<file path="src/sv/mrbc_pkg.sv">
package mrbc_pkg;

  localparam int unsigned MAX_DATA_BYTES_DEF = 4;
  // Word gathering is bounded by the 32-bit result
  localparam int unsigned WORD_BYTES         = 4;

  localparam logic [15:0] CRC_INIT       = 16'hFFFF;
  localparam logic [15:0] CRC_POLY       = 16'hA001;
  localparam logic [3:0]  FRAME_OVERHEAD = 4'd5;
  localparam logic [3:0]  LEN_MAX        = 4'd15;

  localparam logic [7:0] UNIT_RESET = 8'd1;
  localparam logic [7:0] FUNC_RESET = 8'd1;
  localparam logic [5:0] BITS_RESET = 6'd1;

  typedef enum logic [1:0] {
    REG_UNIT_ADDRESS      = 2'd0,
    REG_EXPECTED_FUNCTION = 2'd1,
    REG_BIT_COUNT         = 2'd2
  } reg_index_e;

  typedef enum logic [2:0] {
    STAT_OK         = 3'd0,
    STAT_SHORT      = 3'd1,
    STAT_BAD_UNIT   = 3'd2,
    STAT_BAD_CRC    = 3'd3,
    STAT_BAD_LENGTH = 3'd4,
    STAT_BAD_FUNC   = 3'd5,
    STAT_BAD_COUNT  = 3'd6
  } status_e;

  typedef struct packed {
    status_e     status;
    logic [31:0] bit_word;
    logic [3:0]  frame_length;
  } result_t;

  // CRC-16/Modbus, one byte, LSB first
  function automatic logic [15:0] crc16_byte(logic [15:0] crc, logic [7:0] b);
    logic [15:0] c;
    c = crc ^ {8'h00, b};
    for (int k = 0; k < 8; k++) begin
      c = c[0] ? ((c >> 1) ^ CRC_POLY) : (c >> 1);
    end
    return c;
  endfunction

endpackage

</file>
<file path="src/sv/mrbc_frame.sv">
module mrbc_frame #(
  parameter int unsigned MAX_DATA_BYTES = mrbc_pkg::MAX_DATA_BYTES_DEF
) (
  input  logic                clk_i,
  input  logic                rst_ni,
  input  logic                step_i,
  input  logic [7:0]          rx_byte_i,
  input  logic                frame_end_i,
  input  logic [7:0]          unit_address_i,
  input  logic [7:0]          expected_function_i,
  input  logic [5:0]          bit_count_i,
  output mrbc_pkg::result_t   res_o
);

  localparam int unsigned GatherBytes =
    (MAX_DATA_BYTES > mrbc_pkg::WORD_BYTES) ? mrbc_pkg::WORD_BYTES : MAX_DATA_BYTES;
  localparam logic [5:0] LimBits = 6'(8 * GatherBytes);

  logic [15:0] crc_q, crc_d;
  logic [3:0]  idx_q, idx_d;
  logic        unit_mis_q, unit_mis_d;
  logic [7:0]  func_q, func_d;
  logic [7:0]  count_q, count_d;
  logic [31:0] data_q, data_d;

  logic [3:0]  len;
  logic [5:0]  n_bits;
  logic [2:0]  n_bytes;
  logic [3:0]  exp_len;
  logic [31:0] mask;

  assign len = (idx_q < mrbc_pkg::LEN_MAX) ? idx_q + 4'd1 : mrbc_pkg::LEN_MAX;

  // Per-byte update of the frame state
  always_comb begin
    crc_d      = mrbc_pkg::crc16_byte(crc_q, rx_byte_i);
    unit_mis_d = unit_mis_q;
    func_d     = func_q;
    count_d    = count_q;
    data_d     = data_q;
    if (idx_q == 4'd0) begin
      unit_mis_d = (rx_byte_i != unit_address_i);
    end
    if (idx_q == 4'd1) begin
      func_d = rx_byte_i;
    end
    if (idx_q == 4'd2) begin
      count_d = rx_byte_i;
    end
    for (int k = 0; k < GatherBytes; k++) begin
      if (idx_q == 4'(3 + k)) begin
        data_d[8*k +: 8] = rx_byte_i;
      end
    end
    idx_d = len;
  end

  assign n_bits  = (bit_count_i > LimBits) ? LimBits : bit_count_i;
  assign n_bytes = 3'((7'(n_bits) + 7'd7) >> 3);
  assign exp_len = 4'(n_bytes) + mrbc_pkg::FRAME_OVERHEAD;
  // shifting by 32 leaves zero, so the full count gives all ones
  assign mask    = ~(32'hFFFF_FFFF << n_bits);

  always_comb begin
    res_o.frame_length = len;
    if (len < mrbc_pkg::FRAME_OVERHEAD) begin
      res_o.status = mrbc_pkg::STAT_SHORT;
    end else if (unit_mis_d) begin
      res_o.status = mrbc_pkg::STAT_BAD_UNIT;
    end else if (crc_d != 16'h0000) begin
      res_o.status = mrbc_pkg::STAT_BAD_CRC;
    end else if (len != exp_len) begin
      res_o.status = mrbc_pkg::STAT_BAD_LENGTH;
    end else if (func_d != expected_function_i) begin
      res_o.status = mrbc_pkg::STAT_BAD_FUNC;
    end else if (count_d != 8'(n_bytes)) begin
      res_o.status = mrbc_pkg::STAT_BAD_COUNT;
    end else begin
      res_o.status = mrbc_pkg::STAT_OK;
    end
    res_o.bit_word = (res_o.status == mrbc_pkg::STAT_OK) ? (data_d & mask) : 32'h0;
  end

  always_ff @(posedge clk_i or negedge rst_ni) begin
    if (!rst_ni) begin
      crc_q      <= mrbc_pkg::CRC_INIT;
      idx_q      <= 4'd0;
      unit_mis_q <= 1'b0;
      func_q     <= 8'h00;
      count_q    <= 8'h00;
      data_q     <= 32'h0;
    end else if (step_i) begin
      if (frame_end_i) begin
        crc_q      <= mrbc_pkg::CRC_INIT;
        idx_q      <= 4'd0;
        unit_mis_q <= 1'b0;
        func_q     <= 8'h00;
        count_q    <= 8'h00;
        data_q     <= 32'h0;
      end else begin
        crc_q      <= crc_d;
        idx_q      <= idx_d;
        unit_mis_q <= unit_mis_d;
        func_q     <= func_d;
        count_q    <= count_d;
        data_q     <= data_d;
      end
    end
  end

endmodule

</file>
<file path="config.mk">
export PLATFORM = sky130hd
export DESIGN_NAME = mrbc_frame
export DESIGN_NICKNAME = d
export VERILOG_FILES = /design/src/sv/mrbc_pkg.sv /design/src/sv/mrbc_frame.sv
export SDC_FILE = /design/constraint.sdc
export NUM_CORES = 1
export LEC_CHECK = 0
export BUFFER_PORTS_ARGS = -buffer_cell sky130_fd_sc_hd__clkbuf_2
export CAP_MARGIN = 0
export CELL_PAD_IN_SITES_DETAIL_PLACEMENT = 1
export CELL_PAD_IN_SITES_GLOBAL_PLACEMENT = 2
export CORE_ASPECT_RATIO = 1.4
export CORE_MARGIN = 2
export CORE_UTILIZATION = 35
export CTS_CLUSTER_DIAMETER = 50
export CTS_CLUSTER_SIZE = 16
export DETAILED_ROUTE_END_ITERATION = 8
export GPL_ROUTABILITY_DRIVEN = 0
export GPL_TIMING_DRIVEN = 0
export PLACE_DENSITY = 0.93
export SLEW_MARGIN = 25
export SYNTH_ARGS = -nofsm -noshare
export SYNTH_HDL_FRONTEND = slang
export SYNTH_SLANG_ARGS = --single-unit
</file>
<file path="constraint.sdc">
create_clock -name clk_i -period 4.1 [get_ports clk_i]
set_input_delay 0.615 -clock clk_i [delete_from_list [all_inputs] [get_ports clk_i]]
set_output_delay 0.615 -clock clk_i [all_outputs]
set_load 0.02 [all_outputs]
</file>
## After elaboration in Yosys (flattened, before gate mapping)

Index checks and enable logic that the tools add are counted.
W data, S select, Z words.

- Logic and storage cells: 67
- Latch bits: 0
- Bits of input ports: 34
- Register bits after elaboration: 69
- Memories kept: 0
- ROM bits: 0
- Output and inout port bits: 39
- Memory bits (writable): 0

- Add/sub/neg operators: 3
- $mul: 0
- Shift operators: 1
- Divide/modulo/power cells: 0
- Bitwise logic cells: 11
- Reduce and logical (&&, ||, !) cells: 3
- Mux-type cells: 30
- Eq/ne operators: 10
- $lt $le $gt $ge: 3

Operators by type and width:

| kind | count |
|---|---|
| $mux W16 | 9 |
| $mux W32 | 2 |
| $mux W8 | 8 |
| $and A32 B32 Y32 | 1 |
| $not A32 Y32 | 1 |
| $shl A32 B6 Y32 const A | 1 |
| $not A2 Y3 | 8 |
| $mux W3 | 6 |
| $ne A8 B8 Y1 | 2 |
| $reduce_bool A16 Y1 | 1 |
| $xor A16 B8 Y16 | 1 |
| $eq A4 B3 Y1 const B | 3 |
| $eq A4 B2 Y1 const B | 2 |
| $mux W4 | 2 |
| $ne A8 B3 Y1 | 1 |
| $add A6 B3 Y6 const B | 1 |
| $gt A6 B6 Y1 const B | 1 |
| $mux W6 | 1 |
| $add A3 B3 Y4 const B | 1 |
| $add A4 B1 Y4 const B | 1 |
| $eq A4 B1 Y1 const B | 1 |
| $logic_not A4 Y1 | 1 |
| $lt A4 B3 Y1 const B | 1 |
| $lt A4 B4 Y1 const B | 1 |
| 3 further kinds | 4 |

## Logic depth before layout (Yosys ltp)

- Depth in word-level cells: 23
- Depth in mapped cells: 14
- Mapped depth without buffers: 12

## Worst setup path after synthesis

OpenSTA, ideal clock, no wires.

- Path kind: input to output
- From: in rx_byte_i[3]
- To: out res_o[21] in the netlist's numbering
- Slack: -0.446 ns
- Buffers on the path: 1
- Data arrival time: 3.931 ns
- Required time: 3.485 ns
- Stages: 13
- Cells stage by stage: buf_2 -> xnor2_1 -> xor2_1 -> xor2_1 -> xnor2_1 -> ha_1 -> xnor2_1 -> nand4b_1 -> a211oi_1 -> nand3_1 -> nor3_1 -> nand4b_2 -> a2111oi_0

RTL lines:

| element | line | text |
|---|---|---|
| start: declaration | mrbc_frame.sv:7 | `input logic [7:0] rx_byte_i,` |
| end: declaration | mrbc_frame.sv:12 | `output mrbc_pkg::result_t res_o` |

==> flow_metrics.env <==
export IMPL_drive_gt1_frac=0.335
export IMPL_fmax_mhz=211
export IMPL_grt_pass1_wl_um=28400
export IMPL_via_per_inst=5.97
export IMPL_synth_nets=558
export IMPL_grt_antenna_before_repair=0
export IMPL_path_class="in -> out"
export IMPL_first_pass_iters=5
export IMPL_grt_pass1_vias=5089
export IMPL_violations="setup timing"
export IMPL_fin_ws_ps=-643
export IMPL_cts_tree="done"
export IMPL_start_util=0.359
export IMPL_maxCapViolations=0
export IMPL_cts_root_buffer="clkbuf_16"
export IMPL_critPathBufInv=5
export IMPL_total_power_mw=2.99
export IMPL_first_iter_violations=197
export IMPL_via_count=4703
export IMPL_htree_levels=3
export IMPL_ys_ff_latch=69
export IMPL_area_growth_pct=45.4
export IMPL_r2r_end="crc_q[0]"
export IMPL_crit_arrival_ps=4130
export IMPL_cellPowerDensity_nw_per_um2=447
export IMPL_clkSinkCount=69
export IMPL_place_hpwl_um=12700
export IMPL_rsz0062_at_grt="yes"
export IMPL_synth_flop_cell="dfrtp_1"
export IMPL_design_area_sq_um=6680
export IMPL_end_kind="output pin"
export IMPL_fin_crit_ps=4740
export IMPL_place_area_sq_um=5410
export IMPL_totalWireLength_um=19200
export IMPL_track_usage=0.267
export IMPL_r2r_start="crc_q[3]"
export IMPL_wl_per_cell_um=24.3
export IMPL_syn_avg_cell_area_sq_um=8.87
export IMPL_status="finished with violations"
export IMPL_die_height_um=140
export IMPL_worstMarginPinSlew_ps=1130
export IMPL_drtAntennaViolNets=0
export IMPL_clockBufferDepth=2
export IMPL_synthCells=518
export IMPL_crit_required_ps=3480
export IMPL_worstHoldPathType="in -> async"
export IMPL_final_hold_viol_count=0
export IMPL_synth_cell_types=54
export IMPL_cp_common_cell="xnor2_2"
export IMPL_yosys_top_cells_area="dfrtp_1 29%, dfstp_2 9.1%, xnor2_1 5.9%, a22o_1 5.7%, mux2i_1 5.0%"
export IMPL_final_common_cell="dfrtp_1"
export IMPL_yosys_area_top_type="dfrtp_1"
export IMPL_cp_max_fo=10
export IMPL_async_reset_ff_frac=1.00
export IMPL_port_buffer_count=67
export IMPL_ios=73
export IMPL_max_slew_margin=0.246
export IMPL_cp_top_family="XOR/XNOR gates"
export IMPL_dp_cells=739
export IMPL_core_area_sq_um=12800
export IMPL_grt_overflow_total=0
export IMPL_ys_warn_count=0
export IMPL_clock_latency_ps=350
export IMPL_final_cell_mix="53 x dfrtp_1, 46 x nor2_1, 40 x buf_4"
export IMPL_cts_buffers=9
export IMPL_final_cell_count_no_fill=788
export IMPL_synth_edf_count=0
export IMPL_cts_hold_buffers=0
export IMPL_fin_skew_ps=6.78
export IMPL_synth_area_sq_um=4600
export IMPL_finalSetupViolCount=34
export IMPL_p_leak_nw=2.84
export IMPL_fin_tns_setup_ps=-18890
export IMPL_crit_path_max_incr_delay_ps=290
export IMPL_critPathSlowestCell="nor3_2"
export IMPL_rrSetupSlack_ps=1800
export IMPL_ir_worst_vdd_v=0.000373
export IMPL_yosysSeqAreaShare=0.380
export IMPL_die_area_sq_um=14100
export IMPL_num_rows=49
export IMPL_drc=0
export IMPL_die_x_um=101
export IMPL_insertedDiodeCount=0
export IMPL_worstRegToRegCells=9
export IMPL_worst_setup_path_start_kind="input pin"
export IMPL_report_final_slew_viol_count=0
export IMPL_clkTransAtPathRegs_ps=60
export IMPL_fin_nets=670
export IMPL_synth_top_area_frac=0.289
export IMPL_worstPathCellList="clkbuf_2 -> buf_4 -> xnor2_4 -> xnor2_2 -> xnor2_2 -> xnor2_2 -> ha_4 -> xnor2_4 -> nand4b_1 -> a211oi_2 -> nand3_1 -> nor3_2 -> nand4b_4 -> buf_12 -> buf_12 -> a2111oi_4 -> buf_4"
export IMPL_grt_max_degree=49
export IMPL_post_route_period_util=1.16
==> per-layer routing <==
metal,vias up,share of wire,track usage,wire length (um)
met4,0,0.032,0.112,610
li1,2095,-,-,-
met1,2426,0.38,0.304,7220
met3,33,0.036,0.0422,697
met2,149,0.56,0.484,10700
met5,-,0,0,0
==> synth_stat cells, drive strengths merged, types with 3 or more instances <==
| library cell | count |
|---|---|
| dfstp | 16 |
| ha | 6 |
| nor4 | 9 |
| buf | 10 |
| nand2b | 3 |
| and3 | 7 |
| nand2 | 32 |
| or3 | 3 |
| a2111oi | 10 |
| a22o | 30 |
| dfrtp | 53 |
| nand3 | 6 |
| a31oi | 6 |
| xor2 | 11 |
| a221oi | 7 |
| nor2b | 9 |
| a21oi | 28 |
| nor3 | 22 |
| nor2 | 47 |
| o22a | 5 |
| o21ai | 13 |
| xnor2 | 31 |
| mux2i | 23 |
| a22oi | 21 |
| clkbuf | 33 |
| inv | 35 |
| and2 | 3 |
| o22ai | 20 |
==> worst reg2reg max path, delay by kind of cell, from the launching register on <==
kind	cells	cell delay [ps]
XOR/XNOR	5	1000
adder cells (fa/ha/maj)	1	270
AO/OA/AOI/OAI	1	130
buffers and inverters	2	260
flip-flops	1	580
==> worst max path at each step <==
stage | cells past startpoint | end | start | slack, ps
finish | 17 | res_o[14] | rx_byte_i[5] | -640
global route | 17 | res_o[12] | rx_byte_i[5] | -730
CTS | 15 | res_o[17] | crc_q[1] | -270
detailed placement | 15 | res_o[20] | rx_byte_i[0] | -940
global placement | 15 | res_o[20] | rx_byte_i[0] | -840
floorplan | 13 | res_o[21] | rx_byte_i[3] | -190
==> sequential cells by signal (all words and copies together), names as in the netlist <==
name	count
func_q	8
data_q	32
count_q	8
crc_q	16
unit_mis_q	1
idx_q	4
==> where the power goes <==
part	total [mW]	switching, mW	internal (mW)
combinational	1.27	0.655	0.611
sequential	0.914	0.0957	0.819
clock	0.807	0.328	0.479
==> cell type report <==
| cell class | instances | area [sq um] |
|---|---|---|
| buffer | 43 | 256 |
| clock buffer | 9 | 225 |
| clock inverter | 7 | 81.3 |
| fill | 1426 | 6130 |
| inverter | 35 | 134 |
| multi-input combinational | 371 | 3180 |
| sequential | 69 | 1750 |
| tap | 153 | 191 |
| timing repair buffer | 101 | 870 |
==> cell families after synthesis <==
kind of cell             count (synthesis)  synth area share
adder cells (fa/ha/maj)                  6            0.0163
buffers and inverters                   78            0.0670
flip-flops                              69             0.380
AO/OA/AOI/OAI                          147             0.240
multiplexers                            24            0.0525
XOR/XNOR                                42            0.0800
AND/OR/NAND/NOR                        152             0.164
==> metrics by stage <==
| stage | hold slack [ps] | utilization | setup WS, ps |
|---|---|---|---|
| finish | 200 | 0.522 | -643 |
| global route | 213 | 0.522 | -733 |
| CTS | 208 | 0.492 | -273 |
| detailed placement | 489 | 0.423 | -936 |
| global placement | 485 | 0.420 | -839 |
| floorplan | 319 | - | -191 |
==> timing repair <==
action                                  4_1_cts  5_1_grt
buffers inserted                             18       13
hold endpoints to repair                      0        0
gates resized for setup                      84       76
pin swaps                                    14       17
gates cloned                                  1        1
endpoints found under the setup margin       35       35
(Power assumes the default switching activity.)
